## src/hw/rtl/fsc_pkg.sv

```systemverilog
// Shared types and constants for the fuzzy speed controller.
package fsc_pkg;

    localparam int DIST_W  = 13;
    localparam int CURVE_W = 14;
    localparam int SPEED_W = 12;
    localparam int CFG_IW  = 3;
    localparam int CFG_DW  = 14;

    localparam logic [CFG_IW-1:0] REG_DIST_LOW   = 3'd0;
    localparam logic [CFG_IW-1:0] REG_DIST_MID   = 3'd1;
    localparam logic [CFG_IW-1:0] REG_DIST_HIGH  = 3'd2;
    localparam logic [CFG_IW-1:0] REG_CURVE_LOW  = 3'd3;
    localparam logic [CFG_IW-1:0] REG_CURVE_HIGH = 3'd4;
    localparam logic [CFG_IW-1:0] REG_SPEED_LOW  = 3'd5;
    localparam logic [CFG_IW-1:0] REG_SPEED_HIGH = 3'd6;
    localparam logic [CFG_IW-1:0] REG_MAX_STEP   = 3'd7;

    // Commands from the controller to the datapath.
    typedef struct packed {
        logic       load;
        logic       memb_step;
        logic       memb_div_write;
        logic       acc;
        logic       final_start;
        logic       hold;
        logic       cand_write;
        logic       out_load;
        logic [2:0] k;
        logic [1:0] ri;
        logic [2:0] rj;
    } fsc_cmd_t;

    // Status from the datapath to the controller.
    typedef struct packed {
        logic trivial;
        logic div_done;
        logic den_zero;
    } fsc_sts_t;

endpackage

```

## src/hw/rtl/fsc_div.sv

```systemverilog
// Restoring divider that produces one quotient bit per cycle.
module fsc_div #(
    parameter int DVW = 36,
    parameter int DSW = 20,
    parameter int QB  = 13
) (
    input  logic           aclk,
    input  logic           aresetn,
    input  logic           start,
    input  logic [DVW-1:0] dividend,
    input  logic [DSW-1:0] divisor,
    output logic [QB-1:0]  quotient,
    output logic           done
);
    localparam int XW = (DVW > DSW + QB) ? DVW : DSW + QB;
    localparam int CW = $clog2(QB + 1);

    logic [XW-1:0] rem_reg;
    logic [XW-1:0] dsh_reg;
    logic [QB-1:0] q_reg;
    logic [CW-1:0] cnt_reg;
    logic          done_reg;
    logic          ge;
    logic [XW-1:0] diff;

    assign ge       = rem_reg >= dsh_reg;
    assign diff     = rem_reg - dsh_reg;
    assign quotient = q_reg;
    assign done     = done_reg;

    always_ff @(posedge aclk) begin
        if (!aresetn) begin
            cnt_reg  <= '0;
            done_reg <= 1'b0;
        end else begin
            done_reg <= 1'b0;
            if (start) begin
                rem_reg <= XW'(dividend);
                dsh_reg <= XW'(divisor) << (QB - 1);
                cnt_reg <= CW'(QB);
            end else if (cnt_reg != '0) begin
                rem_reg <= ge ? diff : rem_reg;
                q_reg   <= {q_reg[QB-2:0], ge};
                dsh_reg <= dsh_reg >> 1;
                cnt_reg <= cnt_reg - 1'b1;
                if (cnt_reg == CW'(1)) begin
                    done_reg <= 1'b1;
                end
            end
        end
    end
endmodule

```

## src/hw/rtl/fsc_datapath.sv

```systemverilog
// Datapath: configuration, clamps, grades, rule sums, divider and rate limit.
module fsc_datapath #(
    parameter int FRAC_BITS = 12
) (
    input  logic                           aclk,
    input  logic                           aresetn,
    input  logic                           cfg_we,
    input  logic [fsc_pkg::CFG_IW-1:0]     cfg_index,
    input  logic [fsc_pkg::CFG_DW-1:0]     cfg_data,
    input  logic [fsc_pkg::DIST_W-1:0]     s_distance,
    input  logic signed [fsc_pkg::CURVE_W-1:0] s_steering,
    input  fsc_pkg::fsc_cmd_t              cmd,
    output fsc_pkg::fsc_sts_t              sts,
    output logic [fsc_pkg::SPEED_W-1:0]    m_speed,
    output logic                           m_rate_limited
);
    import fsc_pkg::*;

    localparam int W   = FRAC_BITS + 10;
    localparam int MW  = FRAC_BITS + 1;
    localparam int LW  = (FRAC_BITS > 12) ? FRAC_BITS : 12;
    localparam int QB  = LW + 1;
    localparam int DVW = FRAC_BITS + 24;
    localparam int DSW = FRAC_BITS + 8;
    localparam int NW  = MW + LW + 4;
    localparam int DNW = FRAC_BITS + 5;
    localparam int EW  = LW + 3;

    localparam int QONE = 1 << FRAC_BITS;
    localparam int CD   = (QONE + 50) / 100;
    localparam int CC   = (QONE + 100) / 200;
    localparam int C08  = (4 * QONE + 2) / 5;
    localparam int C05  = (QONE + 10) / 20;
    localparam int C15  = (3 * QONE + 10) / 20;
    localparam int C30  = (3 * QONE + 5) / 10;

    localparam logic signed [W-1:0] CD_W  = W'(CD);
    localparam logic signed [W-1:0] CC_W  = W'(CC);
    localparam logic signed [W-1:0] C08_W = W'(C08);
    localparam logic [LW-1:0] L05 = LW'(C05);
    localparam logic [LW-1:0] L15 = LW'(C15);
    localparam logic [LW-1:0] L30 = LW'(C30);
    localparam logic [MW-1:0] ONE_M = MW'(QONE);

    logic [DIST_W-1:0]         dist_low_reg, dist_mid_reg, dist_high_reg;
    logic signed [CURVE_W-1:0] curve_low_reg, curve_high_reg;
    logic [SPEED_W-1:0]        speed_low_reg, speed_high_reg, max_step_reg;
    logic [SPEED_W-1:0]        last_speed_reg;

    logic signed [W-1:0] d_reg, s_reg;
    logic [MW-1:0]       mg_reg [0:2];
    logic [MW-1:0]       mc_reg [0:4];
    logic [NW-1:0]       num_reg;
    logic [DNW-1:0]      den_reg;
    logic [LW:0]         cand_reg;
    logic [SPEED_W-1:0]  m_speed_reg;
    logic                m_rl_reg;

    logic signed [W-1:0] d_in, s_in, d_c1, d_cl, s_c1, s_cl;
    logic signed [W-1:0] dlo_w, dmid_w, dhi_w, clo_w, chi_w;
    logic signed [W-1:0] ga, gc, ca, cc, cn, cp;
    logic signed [W-1:0] x, a, b, c, num_m, den_m;
    logic                trivial;
    logic [MW-1:0]       triv_val;
    logic [DVW-1:0]      dvd;
    logic [DSW-1:0]      dvs;
    logic [QB-1:0]       quo;
    logic                div_done;
    logic                div_start;
    logic [MW-1:0]       wg, wc, w;
    logic [LW-1:0]       lev;
    logic [MW+LW-1:0]    prod;
    logic signed [EW-1:0] cand_e, last_e, step_e, dif, res;
    logic                lim;
    logic [SPEED_W-1:0]  res_sat;

    assign dlo_w  = W'(dist_low_reg);
    assign dmid_w = W'(dist_mid_reg);
    assign dhi_w  = W'(dist_high_reg);
    assign clo_w  = W'(curve_low_reg);
    assign chi_w  = W'(curve_high_reg);
    assign ga = dlo_w - CD_W;
    assign gc = dhi_w + CD_W;
    assign ca = clo_w - CC_W;
    assign cc = chi_w + CC_W;
    assign cn = -C08_W;
    assign cp = C08_W;

    // Clamp: low limit first, then high limit, so the high limit wins.
    always_comb begin
        d_in = W'(s_distance);
        s_in = W'(s_steering);
        d_c1 = (d_in < dlo_w) ? dlo_w : d_in;
        d_cl = (d_c1 > dhi_w) ? dhi_w : d_c1;
        s_c1 = (s_in < clo_w) ? clo_w : s_in;
        s_cl = (s_c1 > chi_w) ? chi_w : s_c1;
    end

    // Triangle set points for grade k.
    always_comb begin
        x = d_reg;
        a = ga;
        b = ga;
        c = dmid_w;
        case (cmd.k)
            3'd0: begin a = ga;     b = ga;     c = dmid_w; end
            3'd1: begin a = ga;     b = dmid_w; c = gc;     end
            3'd2: begin a = dmid_w; b = gc;     c = gc;     end
            3'd3: begin x = s_reg; a = ca; b = ca; c = cn; end
            3'd4: begin x = s_reg; a = ca; b = cn; c = '0; end
            3'd5: begin x = s_reg; a = cn; b = '0; c = cp; end
            3'd6: begin x = s_reg; a = '0; b = cp; c = cc; end
            3'd7: begin x = s_reg; a = cp; b = cc; c = cc; end
            default: begin x = d_reg; end
        endcase
        trivial  = 1'b1;
        triv_val = '0;
        if (x == b) begin
            triv_val = ONE_M;
        end else if (x <= a || x >= c) begin
            triv_val = '0;
        end else begin
            trivial = 1'b0;
        end
        num_m = (x < b) ? x - a : c - x;
        den_m = (x < b) ? b - a : c - b;
    end

    always_comb begin
        if (cmd.final_start) begin
            dvd = DVW'(num_reg) + DVW'(den_reg >> 1);
            dvs = DSW'(den_reg);
        end else begin
            dvd = DVW'($unsigned(num_m)) << FRAC_BITS;
            dvs = DSW'($unsigned(den_m));
        end
    end

    assign div_start = (cmd.memb_step && !trivial) || cmd.final_start;

    fsc_div #(.DVW(DVW), .DSW(DSW), .QB(QB)) u_div (
        .aclk     (aclk),
        .aresetn  (aresetn),
        .start    (div_start),
        .dividend (dvd),
        .divisor  (dvs),
        .quotient (quo),
        .done     (div_done)
    );

    // Rule strength and level.
    always_comb begin
        wg = mg_reg[cmd.ri];
        wc = mc_reg[cmd.rj];
        w  = (wg < wc) ? wg : wc;
        lev = LW'(speed_low_reg);
        case (cmd.ri)
            2'd1: lev = (cmd.rj == 3'd2) ? L30 :
                        ((cmd.rj == 3'd1 || cmd.rj == 3'd3) ? L15 : L05);
            2'd2: lev = (cmd.rj == 3'd2) ? LW'(speed_high_reg) :
                        ((cmd.rj == 3'd1 || cmd.rj == 3'd3) ? L30 : L15);
            default: lev = LW'(speed_low_reg);
        endcase
        prod = w * lev;
    end

    // Symmetric rate limit, then saturation to the speed range.
    always_comb begin
        cand_e = EW'(cand_reg);
        last_e = EW'(last_speed_reg);
        step_e = EW'(max_step_reg);
        dif    = cand_e - last_e;
        lim    = 1'b0;
        res    = cand_e;
        if (dif > step_e) begin
            res = last_e + step_e;
            lim = 1'b1;
        end else if (-dif > step_e) begin
            res = last_e - step_e;
            lim = 1'b1;
        end
        if (res < 0) begin
            res_sat = '0;
        end else if (res > EW'(4095)) begin
            res_sat = '1;
        end else begin
            res_sat = SPEED_W'(res);
        end
    end

    always_ff @(posedge aclk) begin
        if (!aresetn) begin
            dist_low_reg   <= 13'd451;
            dist_mid_reg   <= 13'd2048;
            dist_high_reg  <= 13'd4055;
            curve_low_reg  <= -14'sd6124;
            curve_high_reg <= 14'sd6124;
            speed_low_reg  <= 12'd82;
            speed_high_reg <= 12'd2048;
            max_step_reg   <= 12'd410;
            last_speed_reg <= '0;
        end else begin
            if (cfg_we) begin
                case (cfg_index)
                    REG_DIST_LOW:   dist_low_reg   <= cfg_data[DIST_W-1:0];
                    REG_DIST_MID:   dist_mid_reg   <= cfg_data[DIST_W-1:0];
                    REG_DIST_HIGH:  dist_high_reg  <= cfg_data[DIST_W-1:0];
                    REG_CURVE_LOW:  curve_low_reg  <= cfg_data;
                    REG_CURVE_HIGH: curve_high_reg <= cfg_data;
                    REG_SPEED_LOW:  speed_low_reg  <= cfg_data[SPEED_W-1:0];
                    REG_SPEED_HIGH: speed_high_reg <= cfg_data[SPEED_W-1:0];
                    REG_MAX_STEP:   max_step_reg   <= cfg_data[SPEED_W-1:0];
                    default: ;
                endcase
            end
            if (cmd.out_load) begin
                last_speed_reg <= res_sat;
            end
        end
    end

    always_ff @(posedge aclk) begin
        if (cmd.load) begin
            d_reg   <= d_cl;
            s_reg   <= s_cl;
            num_reg <= '0;
            den_reg <= '0;
        end
        if ((cmd.memb_step && trivial) || cmd.memb_div_write) begin
            if (cmd.k < 3'd3) begin
                mg_reg[cmd.k[1:0]] <= cmd.memb_div_write ? MW'(quo) : triv_val;
            end else begin
                mc_reg[3'(cmd.k - 3'd3)] <= cmd.memb_div_write ? MW'(quo) : triv_val;
            end
        end
        if (cmd.acc) begin
            num_reg <= num_reg + NW'(prod);
            den_reg <= den_reg + DNW'(w);
        end
        if (cmd.hold) begin
            cand_reg <= (LW + 1)'(last_speed_reg);
        end
        if (cmd.cand_write) begin
            cand_reg <= quo;
        end
        if (cmd.out_load) begin
            m_speed_reg <= res_sat;
            m_rl_reg    <= lim;
        end
    end

    assign sts.trivial  = trivial;
    assign sts.div_done = div_done;
    assign sts.den_zero = (den_reg == '0);
    assign m_speed        = m_speed_reg;
    assign m_rate_limited = m_rl_reg;
endmodule

```

## src/hw/rtl/fsc_ctrl.sv

```systemverilog
// Controller state machine that sequences grades, rules, division and output.
module fsc_ctrl (
    input  logic              aclk,
    input  logic              aresetn,
    input  logic              s_valid,
    output logic              s_ready,
    output logic              m_valid,
    input  logic              m_ready,
    input  fsc_pkg::fsc_sts_t sts,
    output fsc_pkg::fsc_cmd_t cmd
);
    import fsc_pkg::*;

    typedef enum logic [2:0] {
        ST_IDLE, ST_MEMB, ST_MWAIT, ST_RULE, ST_FINAL, ST_FWAIT, ST_LIMIT
    } state_t;

    state_t     state_reg, state_next;
    logic [2:0] k_reg, k_next;
    logic [1:0] ri_reg, ri_next;
    logic [2:0] rj_reg, rj_next;
    logic       m_valid_reg, m_valid_next;

    always_comb begin
        cmd          = '0;
        cmd.k        = k_reg;
        cmd.ri       = ri_reg;
        cmd.rj       = rj_reg;
        state_next   = state_reg;
        k_next       = k_reg;
        ri_next      = ri_reg;
        rj_next      = rj_reg;
        m_valid_next = m_valid_reg && !m_ready;
        case (state_reg)
            ST_IDLE: begin
                if (s_valid) begin
                    cmd.load   = 1'b1;
                    k_next     = '0;
                    state_next = ST_MEMB;
                end
            end
            ST_MEMB: begin
                cmd.memb_step = 1'b1;
                if (!sts.trivial) begin
                    state_next = ST_MWAIT;
                end else if (k_reg == 3'd7) begin
                    ri_next = '0;
                    rj_next = '0;
                    state_next = ST_RULE;
                end else begin
                    k_next = k_reg + 3'd1;
                end
            end
            ST_MWAIT: begin
                if (sts.div_done) begin
                    cmd.memb_div_write = 1'b1;
                    if (k_reg == 3'd7) begin
                        ri_next = '0;
                        rj_next = '0;
                        state_next = ST_RULE;
                    end else begin
                        k_next = k_reg + 3'd1;
                        state_next = ST_MEMB;
                    end
                end
            end
            ST_RULE: begin
                cmd.acc = 1'b1;
                if (rj_reg == 3'd4) begin
                    rj_next = '0;
                    if (ri_reg == 2'd2) begin
                        state_next = ST_FINAL;
                    end else begin
                        ri_next = ri_reg + 2'd1;
                    end
                end else begin
                    rj_next = rj_reg + 3'd1;
                end
            end
            ST_FINAL: begin
                if (sts.den_zero) begin
                    cmd.hold   = 1'b1;
                    state_next = ST_LIMIT;
                end else begin
                    cmd.final_start = 1'b1;
                    state_next      = ST_FWAIT;
                end
            end
            ST_FWAIT: begin
                if (sts.div_done) begin
                    cmd.cand_write = 1'b1;
                    state_next     = ST_LIMIT;
                end
            end
            ST_LIMIT: begin
                if (!m_valid_reg || m_ready) begin
                    cmd.out_load = 1'b1;
                    m_valid_next = 1'b1;
                    state_next   = ST_IDLE;
                end
            end
            default: state_next = ST_IDLE;
        endcase
    end

    always_ff @(posedge aclk) begin
        if (!aresetn) begin
            state_reg   <= ST_IDLE;
            k_reg       <= '0;
            ri_reg      <= '0;
            rj_reg      <= '0;
            m_valid_reg <= 1'b0;
        end else begin
            state_reg   <= state_next;
            k_reg       <= k_next;
            ri_reg      <= ri_next;
            rj_reg      <= rj_next;
            m_valid_reg <= m_valid_next;
        end
    end

    assign s_ready = (state_reg == ST_IDLE);
    assign m_valid = m_valid_reg;

    a_busy_after_accept: assert property (@(posedge aclk) disable iff (!aresetn)
        (s_valid && s_ready) |=> !s_ready)
        else $error("input accepted again while an item is in work");

    a_result_from_limit: assert property (@(posedge aclk) disable iff (!aresetn)
        $rose(m_valid) |-> $past(state_reg == ST_LIMIT))
        else $error("result raised outside the limit step");

    a_done_when_waiting: assert property (@(posedge aclk) disable iff (!aresetn)
        sts.div_done |-> (state_reg == ST_MWAIT || state_reg == ST_FWAIT))
        else $error("divider finished while nobody waited");

    a_one_command: assert property (@(posedge aclk) disable iff (!aresetn)
        $onehot0({cmd.load, cmd.memb_step, cmd.memb_div_write, cmd.acc,
                  cmd.final_start, cmd.hold, cmd.cand_write, cmd.out_load}))
        else $error("more than one datapath command at once");
endmodule

```

## src/hw/rtl/fuzzy_speed_controller.sv

```systemverilog
// Top level of the zero-order Sugeno fuzzy speed controller.
// Each item walks the grades, the rule sums, the final division (none when no rule
// fires) and the rate limit. The bit-serial shared divider, with QB = max(FRAC_BITS, 12)
// + 1 quotient bits, serves each grade that is not a set corner and the final average.
// No new item is taken until the result is loaded; m_ready low stalls only the last step.
// Synchronous active-low reset restores register defaults, zeroes the held speed, drops results.
module fuzzy_speed_controller #(
    parameter int FRAC_BITS = 12
) (
    input  logic                               aclk,
    input  logic                               aresetn,
    input  logic                               cfg_we,
    input  logic [fsc_pkg::CFG_IW-1:0]         cfg_index,
    input  logic [fsc_pkg::CFG_DW-1:0]         cfg_data,
    input  logic                               s_valid,
    output logic                               s_ready,
    input  logic [fsc_pkg::DIST_W-1:0]         s_distance,
    input  logic signed [fsc_pkg::CURVE_W-1:0] s_steering,
    output logic                               m_valid,
    input  logic                               m_ready,
    output logic [fsc_pkg::SPEED_W-1:0]        m_speed,
    output logic                               m_rate_limited
);
    import fsc_pkg::*;

    // The controller walks eight grades (trivial corners skip the divider),
    // fifteen rule sums, at most one weighted-average division and the rate limit.
    fsc_cmd_t cmd;
    fsc_sts_t sts;

    fsc_ctrl u_ctrl (
        .aclk    (aclk),
        .aresetn (aresetn),
        .s_valid (s_valid),
        .s_ready (s_ready),
        .m_valid (m_valid),
        .m_ready (m_ready),
        .sts     (sts),
        .cmd     (cmd)
    );

    // The datapath holds configuration, the held speed and the output item.
    fsc_datapath #(.FRAC_BITS(FRAC_BITS)) u_dp (
        .aclk           (aclk),
        .aresetn        (aresetn),
        .cfg_we         (cfg_we),
        .cfg_index      (cfg_index),
        .cfg_data       (cfg_data),
        .s_distance     (s_distance),
        .s_steering     (s_steering),
        .cmd            (cmd),
        .sts            (sts),
        .m_speed        (m_speed),
        .m_rate_limited (m_rate_limited)
    );
endmodule
```

## config.mk

```make
export PLATFORM = sky130hd
export DESIGN_NAME = fuzzy_speed_controller
export DESIGN_NICKNAME = d
export VERILOG_FILES = /design/src/hw/rtl/fsc_pkg.sv /design/src/hw/rtl/fsc_div.sv /design/src/hw/rtl/fsc_datapath.sv /design/src/hw/rtl/fsc_ctrl.sv /design/src/hw/rtl/fuzzy_speed_controller.sv
export SDC_FILE = /design/constraint.sdc
export NUM_CORES = 2
export LEC_CHECK = 0
export ABC_AREA = 1
export BUFFER_PORTS_ARGS = -buffer_cell sky130_fd_sc_hd__clkbuf_2
export CAP_MARGIN = 10
export CORE_MARGIN = 2
export CORE_UTILIZATION = 70
export DETAILED_ROUTE_END_ITERATION = 10
export PLACE_DENSITY_LB_ADDON = 0.15
export SYNTH_ARGS = -nofsm -noshare
export SYNTH_HDL_FRONTEND = slang
export SYNTH_SLANG_ARGS = --single-unit
```

## constraint.sdc

```tcl
create_clock -name aclk -period 18.1 [get_ports aclk]
set_clock_uncertainty 0.1 [all_clocks]
set_input_delay 3.62 -clock aclk [delete_from_list [all_inputs] [get_ports aclk]]
set_output_delay 3.62 -clock aclk [all_outputs]
set_load 0.05 [all_outputs]
```

# ---- Word-level counts from Yosys, hierarchy flattened
# Memory sizes are Yosys's and may differ from the RTL's. A register that Yosys moved wholly into a read port is not among the register bits.
# Cells that the tools add are included.
dict set report totals {
  memories 2
  ramBits 104
  register_bits 332
}
dict set report op_classes {
  bitwise_logic 3
  add_sub_neg 21
  mul 1
  n_reduce_logical 44
  muxes 92
  eq_ne 37
  n_lt_le_gt_ge 14
}
# name depth width read_ports rd_clocked_by_memory_dff wr line_no
set mem_list {}
lappend mem_list {u_dp.mc_reg 5 13 1 1 1 fsc_datapath.sv:52} ;# logic [MW-1:0] mc_reg [0:4];
lappend mem_list {u_dp.mg_reg 3 13 1 1 1 fsc_datapath.sv:51} ;# logic [MW-1:0] mg_reg [0:2];
# operator n
set ops {}
lappend ops {{22-bit one-hot mux with 6 select lines} 2}
lappend ops {{22-bit one-hot mux with 8 select lines} 1}
lappend ops {{36-bit two-way mux} 4}
lappend ops {{13-bit two-way mux} 7}
lappend ops {{22-bit two-way mux} 4}
lappend ops {{29-bit two-way mux} 2}
lappend ops {{3-bit two-way mux} 18}
lappend ops {{12-bit two-way mux} 4}
lappend ops {{22-bit by 14-bit > comparator with 1-bit output} 2}
lappend ops {{22-bit subtractor} 2}
lappend ops {{20-bit two-way mux} 2}
lappend ops {{20-bit subtractor} 2}
lappend ops {{3-bit equality test (second input constant)} 12}
lappend ops {{36-bit by 35-bit >= comparator with 1-bit output} 1}
lappend ops {{36-bit by 35-bit subtractor with 36-bit output} 1}
lappend ops {{35-bit two-way mux} 1}
lappend ops {{17-bit two-way mux} 2}
lappend ops {{32-bit two-way mux} 1}
lappend ops {{29-bit by 16-bit adder with 30-bit output} 1}
lappend ops {{15-bit by 13-bit > comparator with 1-bit output} 2}
lappend ops {{15-bit two-way mux} 2}
lappend ops {{29-bit by 25-bit adder with 29-bit output} 1}
lappend ops {{13-bit less-than comparator} 2}
lappend ops {{13-bit by 12-bit multiplier with 25-bit output} 1}
lappend ops {{55 further kinds} 135}

# ---- Longest topological paths before layout
dict set report logic_depth {
  depth_word 12
  mapped_depth 41
}

# ---- By module
# A second synthesis with hierarchy kept.
dict set report unflattened {
  cells_unflattened 4921
  area_unflattened_um2 36980.5
}
# module n_inst seq_area_each_um2 cells_per_inst area_per_inst_um2
set modules_own_cells {}
lappend modules_own_cells {fsc_datapath 1 8398.1 3969 30073.8}
lappend modules_own_cells {fsc_div 1 2532.4 805 5965.7}
lappend modules_own_cells {fsc_ctrl 1 240.2 147 940.9}

# ---- Worst setup path after synthesis
# Ideal clock, no wire load.
dict set report synth_path {
  path_type {input port to flip-flop}
  startpoint {input s_valid}
  endpoint {register u_dp.den_reg[0], enable pin}
  required_ps 17487
  cell_stages 2
  path_buffers 0
  slack_ps 10567
  arrival_ps 6919
  path_cell_list {inv_1 o21ai_0}
}
dict set report synth_between {
  elab_chain_len 3
}
# element line_no
set synth_rtl {}
lappend synth_rtl {{start, declared} fuzzy_speed_controller.sv:15} ;# input logic s_valid,
lappend synth_rtl {{1-bit two-way mux} fsc_ctrl.sv:36} ;# if (s_valid) begin
lappend synth_rtl {{1-bit two-way mux} fsc_ctrl.sv:34} ;# case (state_reg)
lappend synth_rtl {{2-bit nonzero test (no line)} n/a}
lappend synth_rtl {{end signal, assigned} fsc_datapath.sv:238} ;# den_reg <= den_reg + DNW'(w);
lappend synth_rtl {{end, declared} fsc_datapath.sv:54} ;# logic [DNW-1:0] den_reg;
# No other way between the ends.
# A chain may end at the register's enable or synchronous reset.

==> flow_results.xml <==
<?xml version="1.0" encoding="UTF-8"?>
<metrics>
  <group name="cells_and_area">
    <metric name="multiInputGateArea" unit="sq um">21600</metric>
    <metric name="seqCellArea" unit="sq um">11300</metric>
    <metric name="post_route_cells_drive_above_1_share" unit="%">5.85</metric>
    <metric name="syn_to_final_growth" unit="%">6.98</metric>
    <metric name="layout.nets" unit="">5239</metric>
    <metric name="nFillCells" unit="">3908</metric>
    <metric name="utilization" unit="%">75.6</metric>
    <metric name="largest_register_ff_count" unit="">65</metric>
  </group>
  <group name="pwr">
    <metric name="pwr_density_cell" unit="nW/um^2">195</metric>
    <metric name="leakage" unit="uW">0.0181</metric>
    <metric name="power.ir.vdd_worst" unit="V">0.000176</metric>
  </group>
  <group name="sta">
    <metric name="timing.max_slew.rel_slack" unit="%">18.0</metric>
    <metric name="max_clk_rate" unit="MHz">104</metric>
    <metric name="number_of_hold_violations_in_the_final_report" unit="">0</metric>
    <metric name="worstMarginPinSlew" unit="ns">1.22</metric>
    <metric name="count_of_final_max_slew_check_failures" unit="">0</metric>
    <metric name="finalSetupViolCount" unit="">0</metric>
    <metric name="setup_tns" unit="ns">0</metric>
    <metric name="min_period_over_period" unit="%">52.9</metric>
    <metric name="grt_setup_unrepaired" unit="">no</metric>
    <metric name="layout_min_cycle_time" unit="ns">9.58</metric>
  </group>
  <group name="setup_path">
    <metric name="crit_arrival" unit="ns">9.84</metric>
    <metric name="setup.worst_path.class" unit="">flop to flop</metric>
    <metric name="critical-path-max-stage-delay" unit="ns">0.91</metric>
    <metric name="critPathMaxFanout" unit="">27</metric>
    <metric name="cp_slowest_cell" unit="">sky130_fd_sc_hd__dfxtp_1</metric>
    <metric name="critPathRequiredTime" unit="ns">18.36</metric>
    <metric name="cp_top_family" unit="">adder cells</metric>
    <metric name="timing.critical_path.to_type" unit="">flop</metric>
    <metric name="crit_top_cell" unit="">sky130_fd_sc_hd__nand2_1</metric>
    <metric name="worst-path-buf-inv" unit="">7</metric>
    <metric name="critical_path.startpoint_type" unit="">flop</metric>
  </group>
  <group name="floorplan">
    <metric name="vertical_die_dimension" unit="um">231</metric>
    <metric name="die_area" unit="sq um">53500</metric>
    <metric name="num_io_pins" unit="">64</metric>
    <metric name="initial_utilization" unit="%">70.7</metric>
    <metric name="core-area" unit="sq um">51200</metric>
    <metric name="number_of_placement_rows" unit="">83</metric>
    <metric name="die_width" unit="um">231</metric>
  </group>
  <group name="drt">
    <metric name="finalWirelength" unit="mm">110</metric>
    <metric name="ant_nets" unit="">0</metric>
    <metric name="drcViolationCount" unit="">0</metric>
    <metric name="vias" unit="">33300</metric>
    <metric name="first_iter_violations" unit="">3506</metric>
    <metric name="drt_pass1_iterations" unit="">6</metric>
    <metric name="routed_wire_length_per_instance" unit="um">20.2</metric>
    <metric name="vias_per_cell" unit="">6.15</metric>
  </group>
  <group name="outcome">
    <metric name="status" unit="">finished clean</metric>
  </group>
  <group name="yosys">
    <metric name="ffs_latches_synth" unit="">421</metric>
    <metric name="yosys.cell_types.count" unit="">67</metric>
    <metric name="async_reset_ff_share" unit="%">0</metric>
    <metric name="synth_area" unit="sq um">36200</metric>
    <metric name="syn_nets" unit="">5223</metric>
    <metric name="netlist_instances" unit="">4682</metric>
    <metric name="syn-mean-instance-area" unit="sq um">7.73</metric>
    <metric name="synth-edff-count" unit="">284</metric>
    <metric name="synth_seq_area_share" unit="%">31.2</metric>
    <metric name="postSynth.topFlopCell" unit="">sky130_fd_sc_hd__edfxtp_1</metric>
    <metric name="synth_warnings" unit="">0</metric>
  </group>
  <group name="cts">
    <metric name="clock_path_buffers" unit="">3</metric>
    <metric name="tritoncts.num_buffers" unit="">49</metric>
    <metric name="cts-hold-fix-buffers" unit="">0</metric>
    <metric name="cts_setup_buffers" unit="">0</metric>
    <metric name="cts_tree" unit="">built</metric>
    <metric name="clkTransAtPathRegs" unit="ns">0.06</metric>
    <metric name="clock_sink_count" unit="">421</metric>
    <metric name="worst_skew_pair.late_latency" unit="ns">0.61</metric>
    <metric name="post_cts.resized_instances" unit="">0</metric>
    <metric name="htree_levels" unit="">2</metric>
    <metric name="root_buffer" unit="">sky130_fd_sc_hd__clkbuf_16</metric>
  </group>
  <group name="run">
    <metric name="drv.max_cap_violation_count" unit="">0</metric>
  </group>
  <group name="min_path">
    <metric name="path_category_of_the_worst_min_delay_check" unit="">flop to flop</metric>
  </group>
  <group name="global_routing">
    <metric name="grt_antenna_before_repair" unit="">1</metric>
    <metric name="gr-total-overflow" unit="">0</metric>
    <metric name="grt_first_pass_wirelength" unit="mm">170</metric>
    <metric name="track_usage" unit="%">40.9</metric>
    <metric name="first_global_vias" unit="">31400</metric>
    <metric name="grt_start_max_net_pins" unit="">87</metric>
  </group>
  <group name="placed_design">
    <metric name="gp_congestion" unit="">1.05</metric>
    <metric name="buffer_ports.inserted" unit="">63</metric>
    <metric name="place_hpwl" unit="mm">83.2</metric>
  </group>
</metrics>
## kinds of logic after synthesis
logic type                 Yosys count  synth area share [%]
and+or+nand+nor                   1696                  19.5
adders and majority gates          492                  20.0
buffers and inverters              880                  9.26
AOI/OAI and AO/OA                 1055                  16.6
DFF                                421                  31.2
muxes                               13                 0.363
xor gates and xnor gates           125                  3.03
## layout by cell type, fill, tap and decap left out, types with 10 or more instances in the layout
cell and count:
sky130_fd_sc_hd__a21oi_2 10, sky130_fd_sc_hd__o21a_1 31, sky130_fd_sc_hd__fa_1 144, sky130_fd_sc_hd__mux2i_1 12, sky130_fd_sc_hd__o32ai_1 14, sky130_fd_sc_hd__edfxtp_1 284
sky130_fd_sc_hd__nand2_1 822, sky130_fd_sc_hd__o21bai_1 15, sky130_fd_sc_hd__and2_1 13, sky130_fd_sc_hd__clkbuf_1 15, sky130_fd_sc_hd__o22ai_1 29, sky130_fd_sc_hd__buf_4 28
sky130_fd_sc_hd__nor3_1 39, sky130_fd_sc_hd__o221ai_1 14, sky130_fd_sc_hd__nand3_1 160, sky130_fd_sc_hd__nand4_1 59, sky130_fd_sc_hd__nand2_2 23, sky130_fd_sc_hd__o21ai_0 408
sky130_fd_sc_hd__nor4_1 12, sky130_fd_sc_hd__nor2_1 504, sky130_fd_sc_hd__clkbuf_16 50, sky130_fd_sc_hd__clkbuf_2 62, sky130_fd_sc_hd__inv_2 11, sky130_fd_sc_hd__a31oi_1 28
sky130_fd_sc_hd__dfxtp_1 137, sky130_fd_sc_hd__xor2_1 83, sky130_fd_sc_hd__xnor2_1 42, sky130_fd_sc_hd__a211oi_1 17, sky130_fd_sc_hd__inv_1 733, sky130_fd_sc_hd__ha_1 348
sky130_fd_sc_hd__a21oi_1 354, sky130_fd_sc_hd__or2_2 38, sky130_fd_sc_hd__o211ai_1 66
## stage by stage
stage	cell area, sq um	setup WS (ns)	instances	power (uW)	hold WS (ns)
6_report	38700	8.52	5420	7560	0.359
5_1_grt	38700	7.83	5418	8240	0.364
4_1_cts	38700	8.77	5414	7430	0.356
3_5_place_dp	37100	8.99	5323	6400	0.334
3_3_place_gp	37100	9.21	5323	6260	0.330
2_1_floorplan	36200	10.57	4682	5170	0.326
## cell type report
class	count	share of cell area, %
Antenna cell	2	0.0129
Sequential cell	421	29.1
Timing Repair Buffer	93	1.43
Tap cell	680	2.20
Multi-Input combinational cell	3381	55.9
Clock inverter	21	0.533
Clock buffer	70	3.56
Inverter	752	7.29
## final timing paths
kind	startpoint	end	slack, ns	depth (start not counted)
worst max-delay path	flop	u_dp.num_reg[21]	8.52	36
worst max register to register	flop	u_dp.num_reg[21]	8.52	36
worst min register to register	u_dp.u_div.quotient[1]	u_dp.u_div.quotient[2]	0.36	0
worst min-delay path	u_dp.u_div.quotient[1]	u_dp.u_div.quotient[2]	0.36	0
## synth_stat cells (7+ instances only)
cell	n	area (sq um)
sky130_fd_sc_hd__a211oi_1	17	128
sky130_fd_sc_hd__a21boi_0	7	52.6
sky130_fd_sc_hd__a21o_1	9	67.6
sky130_fd_sc_hd__a21oi_1	355	1780
sky130_fd_sc_hd__a21oi_2	10	87.6
sky130_fd_sc_hd__a31oi_1	28	175
sky130_fd_sc_hd__and2_1	13	81.3
sky130_fd_sc_hd__buf_1	7	26.3
sky130_fd_sc_hd__buf_2	15	75.1
sky130_fd_sc_hd__clkbuf_1	101	379
sky130_fd_sc_hd__clkinv_1	8	30.0
sky130_fd_sc_hd__dfxtp_1	137	2740
sky130_fd_sc_hd__edfxtp_1	284	8530
sky130_fd_sc_hd__fa_1	144	2880
sky130_fd_sc_hd__ha_1	348	4350
sky130_fd_sc_hd__inv_1	733	2750
sky130_fd_sc_hd__inv_2	11	41.3
sky130_fd_sc_hd__mux2i_1	12	120
sky130_fd_sc_hd__nand2_1	822	3090
sky130_fd_sc_hd__nand2_2	23	144
sky130_fd_sc_hd__nand3_1	160	801
sky130_fd_sc_hd__nand4_1	59	369
sky130_fd_sc_hd__nor2_1	508	1910
sky130_fd_sc_hd__nor3_1	42	210
sky130_fd_sc_hd__nor4_1	12	75.1
sky130_fd_sc_hd__o211ai_1	66	495
sky130_fd_sc_hd__o21a_1	31	233
sky130_fd_sc_hd__o21ai_0	410	2050
sky130_fd_sc_hd__o21ai_1	7	35.0
sky130_fd_sc_hd__o21bai_1	15	113
sky130_fd_sc_hd__o221ai_1	14	123
sky130_fd_sc_hd__o22ai_1	29	181
sky130_fd_sc_hd__o32ai_1	14	123
sky130_fd_sc_hd__or2_2	38	238
sky130_fd_sc_hd__xnor2_1	42	368
sky130_fd_sc_hd__xor2_1	83	727
## power breakdown
group | internal (uW) | leakage, uW | total, uW | switching (uW)
sequential | 1300 | 0.00393 | 1430 | 121
combinational | 1760 | 0.0134 | 5140 | 3380
clock | 562 | 0.000769 | 997 | 435
total | 3620 | 0.0181 | 7560 | 3940
## routing by layer
layer / part of all wire (%) / global-route usage (%) / up-vias
li1: - / - / 15700
met4: 4.7 / 18.4 / 0
met2: 45 / 64.9 / 1802
met1: 40 / 54.2 / 15500
met5: 0 / 0 / -
met3: 10 / 8.18 / 351
No activity file was read; power rests on OpenSTA's default activity.
